File: src/rtl/core/wfcd_pkg.sv
`timescale 1ns / 1ps
`default_nettype none
// ----------------------------------------------------------------------------
// wfcd_pkg
// Shared types and constants of the wind frame CRC decoder.
// ----------------------------------------------------------------------------
package wfcd_pkg;

  // CRC-8, polynomial 0x31, seed 0xFF, no reflection, no final XOR
  localparam logic [7:0] CRC_POLY = 8'h31;
  localparam logic [7:0] CRC_INIT = 8'hFF;
  localparam logic [7:0] CRC_MSB  = 8'h80;

  // degrees in Q9.7: raw * 360 >> 9
  localparam logic [8:0] DEG_SCALE = 9'd360;
  localparam int         DEG_SHIFT = 9;

  // byte position codes
  localparam logic [2:0] POS_DIR_LO = 3'd0;
  localparam logic [2:0] POS_DIR_HI = 3'd1;
  localparam logic [2:0] POS_DIR_CRC = 3'd2;
  localparam logic [2:0] POS_SPD_LO = 3'd3;
  localparam logic [2:0] POS_SPD_HI = 3'd4;
  localparam logic [2:0] POS_SPD_CRC = 3'd5;
  localparam logic [2:0] POS_IDLE   = 3'd6;

  // configuration register indexes
  localparam logic REG_DIR_EN = 1'b0;
  localparam logic REG_SPD_EN = 1'b1;

  localparam int CFG_AW = 3;
  localparam int CFG_DW = 32;
  localparam int OUT_DW = 48;
  localparam int OUT_UW = 3;

  typedef struct packed {
    logic dir_en;
    logic spd_en;
  } cfg_t;

  typedef struct packed {
    logic        speed_update;
    logic        direction_update;
    logic        frame_valid;
    logic [15:0] speed_value;
    logic [15:0] direction_deg_q7;
    logic [15:0] direction_raw;
  } result_t;

endpackage
`default_nettype wire

File: src/rtl/core/wfcd_crc8.sv
`timescale 1ns / 1ps
`default_nettype none
// ----------------------------------------------------------------------------
// wfcd_crc8
// One-byte CRC-8 update, unrolled into an eight-step XOR network.
// ----------------------------------------------------------------------------
module wfcd_crc8 (
  input  wire logic [7:0] crc_in,
  input  wire logic [7:0] data_in,
  output logic      [7:0] crc_out
);
  import wfcd_pkg::*;

  always_comb begin
    logic [7:0] c;
    c = crc_in ^ data_in;
    for (int k = 0; k < 8; k++) begin
      if ((c & CRC_MSB) != 8'h00) begin
        c = (c << 1) ^ CRC_POLY;
      end else begin
        c = c << 1;
      end
    end
    crc_out = c;
  end

endmodule
`default_nettype wire

File: src/rtl/core/wfcd_cfg.sv
`timescale 1ns / 1ps
`default_nettype none
// ----------------------------------------------------------------------------
// wfcd_cfg
// APB register file: direction and speed strobe enables.
// ----------------------------------------------------------------------------
module wfcd_cfg (
  input  wire logic                        clk,
  input  wire logic                        rst_n,
  input  wire logic                        psel,
  input  wire logic                        penable,
  input  wire logic                        pwrite,
  input  wire logic [wfcd_pkg::CFG_AW-1:0] paddr,
  input  wire logic [wfcd_pkg::CFG_DW-1:0] pwdata,
  output logic      [wfcd_pkg::CFG_DW-1:0] prdata,
  output logic                             pready,
  output wfcd_pkg::cfg_t                   cfg
);
  import wfcd_pkg::*;

  logic dir_en_r, dir_en_nxt;
  logic spd_en_r, spd_en_nxt;
  logic wr_en;
  logic reg_sel;

  assign pready  = 1'b1;
  assign wr_en   = psel & penable & pwrite & pready;
  // word address bit; low byte-lane bits are not decoded
  assign reg_sel = paddr[2];

  // write decode
  always_comb begin
    dir_en_nxt = dir_en_r;
    spd_en_nxt = spd_en_r;
    if (wr_en) begin
      unique case (reg_sel)
        REG_DIR_EN: dir_en_nxt = pwdata[0];
        REG_SPD_EN: spd_en_nxt = pwdata[0];
        default:    ;
      endcase
    end
  end

  always_ff @(posedge clk) begin
    if (!rst_n) begin
      dir_en_r <= 1'b1;
      spd_en_r <= 1'b1;
    end else begin
      dir_en_r <= dir_en_nxt;
      spd_en_r <= spd_en_nxt;
    end
  end

  // read mux
  always_comb begin
    prdata = '0;
    unique case (reg_sel)
      REG_DIR_EN: prdata[0] = dir_en_r;
      REG_SPD_EN: prdata[0] = spd_en_r;
      default:    ;
    endcase
  end

  assign cfg.dir_en = dir_en_r;
  assign cfg.spd_en = spd_en_r;

endmodule
`default_nettype wire

File: src/rtl/core/wfcd_framer.sv
`timescale 1ns / 1ps
`default_nettype none
// ----------------------------------------------------------------------------
// wfcd_framer
// Byte position tracking, word assembly and CRC checks for one frame.
// ----------------------------------------------------------------------------
module wfcd_framer (
  input  wire logic           clk,
  input  wire logic           rst_n,
  input  wire logic           acc,
  input  wire logic [7:0]     byte_in,
  input  wire logic           frame_start,
  input  wire wfcd_pkg::cfg_t cfg,
  output logic                res_vld,
  output wfcd_pkg::result_t   res
);
  import wfcd_pkg::*;

  logic [2:0]  pos_r, pos_nxt;
  logic [7:0]  crc_r, crc_nxt;
  logic [7:0]  low_r, low_nxt;
  logic [15:0] dir_r, dir_nxt;
  logic [15:0] spd_r, spd_nxt;
  logic        dir_good_r, dir_good_nxt;
  logic [2:0]  pos;
  logic [7:0]  crc_seed;
  logic [7:0]  crc_upd;
  logic [24:0] deg_prod;
  logic        valid;

  // frame_start resyncs to the first byte
  assign pos = frame_start ? POS_DIR_LO : pos_r;

  // low bytes restart the CRC, high bytes continue it
  assign crc_seed = ((pos == POS_DIR_LO) || (pos == POS_SPD_LO)) ? CRC_INIT : crc_r;

  wfcd_crc8 u_crc (
    .crc_in  (crc_seed),
    .data_in (byte_in),
    .crc_out (crc_upd)
  );

  // direction word is held in a register, so the multiply starts there
  assign deg_prod = 25'(dir_r) * 25'(DEG_SCALE);
  assign valid    = dir_good_r & (crc_r == byte_in);

  // next state
  always_comb begin
    pos_nxt      = pos_r;
    crc_nxt      = crc_r;
    low_nxt      = low_r;
    dir_nxt      = dir_r;
    spd_nxt      = spd_r;
    dir_good_nxt = dir_good_r;
    res_vld      = 1'b0;
    if (acc) begin
      unique case (pos)
        POS_DIR_LO, POS_SPD_LO: begin
          crc_nxt = crc_upd;
          low_nxt = byte_in;
          pos_nxt = pos + 3'd1;
        end
        POS_DIR_HI: begin
          crc_nxt = crc_upd;
          dir_nxt = {byte_in, low_r};
          pos_nxt = POS_DIR_CRC;
        end
        POS_DIR_CRC: begin
          dir_good_nxt = (crc_r == byte_in);
          crc_nxt      = CRC_INIT;
          pos_nxt      = POS_SPD_LO;
        end
        POS_SPD_HI: begin
          crc_nxt = crc_upd;
          spd_nxt = {byte_in, low_r};
          pos_nxt = POS_SPD_CRC;
        end
        POS_SPD_CRC: begin
          res_vld = 1'b1;
          crc_nxt = CRC_INIT;
          pos_nxt = POS_IDLE;
        end
        default: pos_nxt = POS_IDLE;
      endcase
    end
  end

  // result fields, qualified by res_vld
  always_comb begin
    res.frame_valid      = valid;
    res.direction_raw    = dir_r;
    res.direction_deg_q7 = deg_prod[DEG_SHIFT +: 16];
    res.speed_value      = spd_r;
    res.direction_update = valid & cfg.dir_en;
    res.speed_update     = valid & cfg.spd_en;
  end

  always_ff @(posedge clk) begin
    if (!rst_n) begin
      pos_r <= POS_DIR_LO;
      crc_r <= CRC_INIT;
    end else begin
      pos_r <= pos_nxt;
      crc_r <= crc_nxt;
    end
  end

  // payload registers
  always_ff @(posedge clk) begin
    low_r      <= low_nxt;
    dir_r      <= dir_nxt;
    spd_r      <= spd_nxt;
    dir_good_r <= dir_good_nxt;
  end

endmodule
`default_nettype wire

File: src/rtl/core/wfcd_skid.sv
`timescale 1ns / 1ps
`default_nettype none
// ----------------------------------------------------------------------------
// wfcd_skid
// Result register with one skid entry between framer and output stream.
// ----------------------------------------------------------------------------
module wfcd_skid (
  input  wire logic              clk,
  input  wire logic              rst_n,
  input  wire logic              push,
  input  wire wfcd_pkg::result_t push_data,
  output logic                   can_push,
  output logic                   out_vld,
  input  wire logic              out_rdy,
  output wfcd_pkg::result_t      out_data
);
  import wfcd_pkg::*;

  logic    main_v_r, main_v_nxt;
  logic    skid_v_r, skid_v_nxt;
  result_t main_r, main_nxt;
  result_t skid_r, skid_nxt;
  logic    pop;

  assign pop      = main_v_r & out_rdy;
  assign can_push = ~skid_v_r;

  always_comb begin
    main_v_nxt = main_v_r;
    skid_v_nxt = skid_v_r;
    main_nxt   = main_r;
    skid_nxt   = skid_r;
    if (!main_v_r || pop) begin
      // main slot frees up: refill from skid first
      main_v_nxt = skid_v_r | push;
      main_nxt   = skid_v_r ? skid_r : push_data;
      skid_v_nxt = 1'b0;
    end else if (push) begin
      skid_v_nxt = 1'b1;
      skid_nxt   = push_data;
    end
  end

  always_ff @(posedge clk) begin
    if (!rst_n) begin
      main_v_r <= 1'b0;
      skid_v_r <= 1'b0;
    end else begin
      main_v_r <= main_v_nxt;
      skid_v_r <= skid_v_nxt;
    end
  end

  always_ff @(posedge clk) begin
    main_r <= main_nxt;
    skid_r <= skid_nxt;
  end

  assign out_vld  = main_v_r;
  assign out_data = main_r;

endmodule
`default_nettype wire

File: src/rtl/core/wind_frame_crc_decoder.sv
`timescale 1ns / 1ps
`default_nettype none
// ----------------------------------------------------------------------------
// wind_frame_crc_decoder
// Decodes a six-byte direction/speed frame with two CRC-8 checked groups.
// ----------------------------------------------------------------------------
//  Channel  Ports        Carries
//  -------  -----------  ----------------------------------------------------
//  input    in_t*        one frame byte per transfer, start flag in tuser
//  output   out_t*       one decoded result per six-byte frame
//  config   cfg_p*       APB writes/reads of the two strobe enables
//
// One byte is taken per cycle while in_tready is high. The sixth byte's result
// is registered in the output slot, or in the skid entry if that slot is held.
// The final CRC compare and the direction-to-degrees multiply are combinational.
// Reset sets both enables and the byte position to the first byte. On a stall,
// one result waits in a skid entry; in_tready drops only while it is occupied.
// ----------------------------------------------------------------------------
module wind_frame_crc_decoder (
  input  wire logic                        clk,
  input  wire logic                        rst_n,
  // input stream
  input  wire logic                        in_tvalid,
  output logic                             in_tready,
  input  wire logic [7:0]                  in_tdata,   // [7:0] byte_in
  input  wire logic                        in_tuser,   // [0] frame_start
  // output stream
  output logic                             out_tvalid,
  input  wire logic                        out_tready,
  // [15:0] direction_raw, [31:16] direction_deg_q7, [47:32] speed_value
  output logic      [wfcd_pkg::OUT_DW-1:0] out_tdata,
  // [0] frame_valid, [1] direction_update, [2] speed_update
  output logic      [wfcd_pkg::OUT_UW-1:0] out_tuser,
  // configuration
  input  wire logic                        cfg_psel,
  input  wire logic                        cfg_penable,
  input  wire logic                        cfg_pwrite,
  input  wire logic [wfcd_pkg::CFG_AW-1:0] cfg_paddr,
  input  wire logic [wfcd_pkg::CFG_DW-1:0] cfg_pwdata,
  output logic      [wfcd_pkg::CFG_DW-1:0] cfg_prdata,
  output logic                             cfg_pready
);
  import wfcd_pkg::*;

  cfg_t    cfg;
  result_t res;
  result_t out_res;
  logic    res_vld;
  logic    can_push;
  logic    in_acc;

  assign in_tready = can_push;
  assign in_acc    = in_tvalid & in_tready;

  wfcd_cfg u_cfg (
    .clk     (clk),
    .rst_n   (rst_n),
    .psel    (cfg_psel),
    .penable (cfg_penable),
    .pwrite  (cfg_pwrite),
    .paddr   (cfg_paddr),
    .pwdata  (cfg_pwdata),
    .prdata  (cfg_prdata),
    .pready  (cfg_pready),
    .cfg     (cfg)
  );

  wfcd_framer u_framer (
    .clk         (clk),
    .rst_n       (rst_n),
    .acc         (in_acc),
    .byte_in     (in_tdata),
    .frame_start (in_tuser),
    .cfg         (cfg),
    .res_vld     (res_vld),
    .res         (res)
  );

  wfcd_skid u_skid (
    .clk       (clk),
    .rst_n     (rst_n),
    .push      (res_vld),
    .push_data (res),
    .can_push  (can_push),
    .out_vld   (out_tvalid),
    .out_rdy   (out_tready),
    .out_data  (out_res)
  );

  // pack result transfer
  assign out_tdata = {out_res.speed_value, out_res.direction_deg_q7, out_res.direction_raw};
  assign out_tuser = {out_res.speed_update, out_res.direction_update, out_res.frame_valid};

endmodule
`default_nettype wire

File: config.mk
export PLATFORM = sky130hd
export DESIGN_NAME = wind_frame_crc_decoder
export DESIGN_NICKNAME = d
export VERILOG_FILES = /design/src/rtl/core/wfcd_pkg.sv /design/src/rtl/core/wfcd_crc8.sv /design/src/rtl/core/wfcd_cfg.sv /design/src/rtl/core/wfcd_framer.sv /design/src/rtl/core/wfcd_skid.sv /design/src/rtl/core/wind_frame_crc_decoder.sv
export SDC_FILE = /design/constraint.sdc
export NUM_CORES = 1
export LEC_CHECK = 0
export ABC_AREA = 0
export BUFFER_PORTS_ARGS = -buffer_cell sky130_fd_sc_hd__buf_2
export CORE_ASPECT_RATIO = 0.7
export CORE_UTILIZATION = 25
export CTS_CLUSTER_SIZE = 10
export DETAILED_ROUTE_END_ITERATION = 6
export HOLD_SLACK_MARGIN = 0.08
export PLACE_DENSITY = 0.42
export SKIP_LAST_GASP = 1
export SLEW_MARGIN = 20
export SYNTH_ARGS = -nofsm -noshare
export SYNTH_HDL_FRONTEND = slang
export SYNTH_SLANG_ARGS = --single-unit
File: constraint.sdc
create_clock -name clk -period 7.25 [get_ports clk]
set_input_delay 0.3625 -clock clk [delete_from_list [all_inputs] [get_ports clk]]
set_output_delay 0.3625 -clock clk [all_outputs]
set_load 0.05 [all_outputs]
==> results.tsv, run 1 <==
metric	value	unit
vias	4939	
grt_setup_unrepaired	no	
grt_max_degree	55	
drive_gt1_frac	0.245	
diodes	0	
rows	55	
htreeDepth	4	
wl_per_cell	16.6	um
hold_viol_final	0	
ir_drop	0.116	mV
multiInputGateArea	0.00343	mm^2
maxCapViolCount	0	
startpoint_type	flop	
worstMarginPinSlew	0.859	ns
syn_to_final_growth	15.3	%
yosysMostFrequentCell	edfxtp_1	
cts_resized	0	
grtUsageMet2	0.155	
synth.avg_cell_area	13.3	um^2
grt_pass1_vias	4750	
syn_inst	631	
viasPerCell	4.30	
clock_sinks	158	
clk_pin_slew	0.07	ns
synth_warnings	0	
nFillCells	3325	
final_nets	828	
start_util	0.257	
dr.pass1.iters	4	
synth_top_cell_area_share	0.512	
cp-startpoint	u_framer.dir_r[11]	
synth_common_cells	143 x edfxtp_1, 55 x ha_1, 44 x mux2_2, 40 x inv_1	
grt_pass1_wl	29300	um
fp.coreArea	0.0327	mm^2
slew_headroom	0.424	
die_h	155	um
hold_buffers	0	
setup_viol	0	
ys_ff_latch	158	
grt_util_met3	0.0242	
period_needed	3.94	ns
netlist_area	0.00839	mm^2
status	complete, no violations	
cts_buffer_depth	2	
yosys-top-cells-area	edfxtp_1 51%, ha_1 8.2%, mux2_2 5.9%	
tns	0	ns
route.detailed.drc	0	
hpwl	13000	um
yosysSeqAreaShare	0.547	
arrival	4.11	ns
ys_async_sr_fraction	0	
io_pins	137	
hold_class	in -> reg	
maxSlewViolCount	0	
powerDensity	266	mW/mm^2
period_share	0.544	
fmax	0.254	GHz
yosysTopAreaCell	edfxtp_1	
cp-end-kind	flop	
p_leak	3.83	nW
worstSkewPairLatency	0.43	ns
die-area	0.0343	mm^2
drt_iter0_markers	237	
utilization	0.296	
final_cells	1148	
cts_tree	yes	
cts_root_buf	clkbuf_16	
totalWireLength	19000	um
gp_congestion	0.752	
grt_overflow_total	0	
skew	0.0101	ns
gr-max-usage-layer	met1	
antenna_found_initial	0	
grtUsageMet1	0.176	
rr_startpoint	u_framer.dir_r[11]	
ys_types	69	
required	7.42	ns
die_w	221	um
critPathKind	reg -> reg	
seqCellArea	0.00460	mm^2
grt_use_total	0.114	
synth_ff_type	edfxtp_1	
cts_buffers	17	
cts_setup_buffers	0	
hp-start	cfg_pwdata[0]	
synth_edf_count	143	
drtAntennaViolNets	0	
placed_cells	1116	
portBuffers	71	
crit_fanout	9	
cell type report:
type / count / area share
repair buffers: 77 / 0.0414
flip-flops and latches: 158 / 0.475
clock buffers: 17 / 0.0440
multi-input cells: 412 / 0.355
well taps: 427 / 0.0552
inverters: 42 / 0.0163
clock inverters: 15 / 0.0131
layer usage:
| layer | routed length (um) | share of wire |
|---|---|---|
| met5 | 0 | 0 |
| met4 | 257 | 0.014 |
| met3 | 689 | 0.036 |
| met2 | 7630 | 0.40 |
| met1 | 10400 | 0.55 |
kinds of logic (layout without fill, tap and decap cells):
group	Yosys count	in the layout	synth area share
other cells	2	32	0.000895
buf+inv	91	151	0.0577
flops	158	158	0.547
compound gates	85	85	0.0738
mux	48	48	0.0644
fa+ha+maj	69	69	0.115
simple gates	122	122	0.0750
xor+xnor	56	56	0.0653
final timing paths:
check                         to  depth (start not counted)  slack (ns)
max          u_skid.out_data[27]                         12        3.31
min               u_cfg.spd_en_r                          3        0.17
max reg2reg  u_skid.out_data[27]                         12        3.31
min reg2reg    u_skid.skid_r[35]                          0        0.44
registers in the layout (all words and copies together) (netlist names), 3 cells and up:
name / count
u_framer.pos_r: 3
u_framer.spd_r: 16
u_framer.dir_r: 16
u_skid.out_data: 51
u_skid.skid_r: 51
u_framer.crc_r: 8
u_framer.low_r: 8
worst max-delay path, cell delays in order, from the launching register on:
cell and delay, ns:
edfxtp_1 0.48, ha_1 0.39, inv_1 0.08, fa_1 0.50
fa_1 0.51, inv_1 0.04, ha_1 0.44, nand2_1 0.11
nor2_1 0.21, a31oi_2 0.15, o221ai_2 0.34, xor2_1 0.15
mux2_2 0.28
cells in the final DEF (no fill, tap or decap), types with 6 or more instances in the layout:
| master | instances |
|---|---|
| edfxtp_1 | 143 |
| buf_2 | 71 |
| ha_1 | 55 |
| mux2_2 | 44 |
| inv_1 | 40 |
| xnor2_1 | 33 |
| nand2_1 | 33 |
| conb_1 | 32 |
| a21oi_1 | 22 |
| nor2_1 | 22 |
| xor2_1 | 17 |
| nand3_1 | 17 |
| clkbuf_16 | 17 |
| fa_1 | 14 |
| dfxtp_1 | 14 |
| a21o_1 | 11 |
| nand4_1 | 9 |
| o21ai_0 | 8 |
| nor2b_1 | 7 |
| and3_1 | 7 |
| nor3_1 | 6 |
| inv_6 | 6 |
| buf_4 | 6 |
metrics by stage:
step	setup slack [ns]	instance area, um^2	hold slack [ns]	total power, mW
3_3_place_gp	3.36	9120	0.424	1.75
3_5_place_dp	3.34	9120	0.432	1.75
2_1_floorplan	1.16	8500	0.421	1.62
4_1_cts	3.32	9670	0.143	2.62
6_report	3.31	9670	0.166	2.58
5_1_grt	3.05	9670	0.153	2.70
power breakdown:
| group | switching [mW] | leakage [nW] | internal (mW) |
|---|---|---|---|
| clock network | 0.407 | 0.265 | 0.450 |
| registers | 0.0298 | 1.51 | 1.07 |
| logic | 0.422 | 2.05 | 0.200 |
Power figures use the tool's default switching activity.
==> run 2: changes to the inputs <==
PLACE_DENSITY = 0.43   (was 0.42)
clock period = 3.5 ns   (was 7.25 ns; I/O delays follow)
==> results.tsv, run 2 (synthesis results as in run 1) <==
metric	value	unit
status	complete, but fails checks	
failed_checks	negative setup slack	
powerDensity	530	mW/mm^2
final_cells	1240	
clk_pin_slew	0.07	ns
setup_viol	3	
critPathKind	reg -> reg	
htreeDepth	4	
grtUsageMet2	0.160	
crit_fanout	4	
power	5.87	mW
viasPerCell	4.27	
hold_viol_final	0	
drtAntennaViolNets	0	
rows	55	
hpwl	13600	um
die_h	155	um
maxSlewViolCount	0	
required	3.70	ns
p_leak	4.38	nW
slew_headroom	0.469	
r2r_slack	-0.02	ns
gp_congestion	0.773	
cp-end-kind	flop	
final_nets	920	
dr.pass1.iters	4	
totalWireLength	19600	um
cts_tree	yes	
wl_per_cell	15.8	um
layout_commonest_cell	edfxtp_1	
layout_common_cells	143 x edfxtp_1, 78 x buf_4, 71 x buf_2	
gr-max-usage-layer	met1	
period_share	1.01	
grt_util_met3	0.0278	
grt_pass1_vias	5178	
grt_setup_unrepaired	yes	
grt_max_degree	52	
syn_to_final_growth	31.8	%
placed_cells	1181	
fmax	0.284	GHz
start_util	0.257	
hold_class	in -> reg	
skew	0.0117	ns
worstMarginPinSlew	0.797	ns
worstSkewPairLatency	0.45	ns
cts_buffer_depth	2	
rr_worst_depth	13	
die_w	221	um
fp.coreArea	0.0327	mm^2
startpoint_type	flop	
tns	-0.0415	ns
arrival	3.72	ns
vias	5296	
drive_gt1_frac	0.408	
cts_root_buf	clkbuf_16	
antenna_found_initial	0	
ir_drop	0.337	mV
grtUsageMet1	0.177	
cts_buffers	17	
route.detailed.drc	0	
dp_slack	-0.211	ns
grt_pass1_wl	30400	um
period_needed	3.52	ns
io_pins	137	
grt_use_total	0.118	
die-area	0.0343	mm^2
clock_sinks	158	
grt_overflow_total	0	
drt_iter0_markers	237	
maxCapViolCount	0	
fin_ws	-0.0227	ns
diodes	0	
portBuffers	71	
hold_path_depth	1	
==> run 2: repair_timing <==
action                     4_1_cts  5_1_grt
pin swaps                       24       17
hold endpoints to repair        25        0
hold buffers                    12        0
resized for setup               46       53
setup buffers                   10        5
setup endpoints to repair       18       20
==> run 2: power by group <==
| group | total, mW | internal, mW | switching, mW |
|---|---|---|---|
| clock | 1.92 | 1.08 | 0.849 |
| sequential | 2.27 | 2.21 | 0.0591 |
| combinational | 1.67 | 0.664 | 1.01 |
==> run 2: final timing paths <==
path,to,start
setup / recovery,u_skid.out_data[25],u_framer.dir_r[10]
hold / removal,u_framer.spd_r[15],in_tdata[7]
setup reg to reg,u_skid.out_data[25],u_framer.dir_r[10]
hold reg to reg,u_skid.skid_r[43],u_framer.spd_r[11]
==> run 2: final cells by class <==
cell class              instances  area, um^2
multi-input cells             412        4010
fillers                      3226       21600
well taps                     427         534
repair buffers                169        1160
clock inverters                15         176
flip-flops and latches        158        4600
clock buffers                  17         425
inverters                      42         158
==> run 2: critical path: stages, from the launching register on <==
cell and delay (ns):
edfxtp_1 0.48, ha_4 0.32, inv_2 0.04, fa_1 0.45, fa_1 0.53, inv_2 0.05, ha_4 0.28, buf_6 0.10
nand3_4 0.06, nor3_2 0.18, nand4_1 0.22, nand3_2 0.20, xnor2_2 0.10, mux2_2 0.27
==> run 2: metrics by stage <==
stage               hold WS (ns)   util  instance area [um^2]
floorplan                  0.274      -                  8520
global placement           0.409  0.295                  9630
detailed placement         0.409  0.295                  9630
CTS                       0.0815  0.328                 10700
global route              0.0835  0.338                 11100
finish                    0.0939  0.338                 11100
==> run 2: metal layers <==
layer / vias up / routed length (um)
li1: 2577 / -
met1: 2635 / 10600
met2: 70 / 8220
met3: 14 / 556
met4: 0 / 254
met5: - / 0
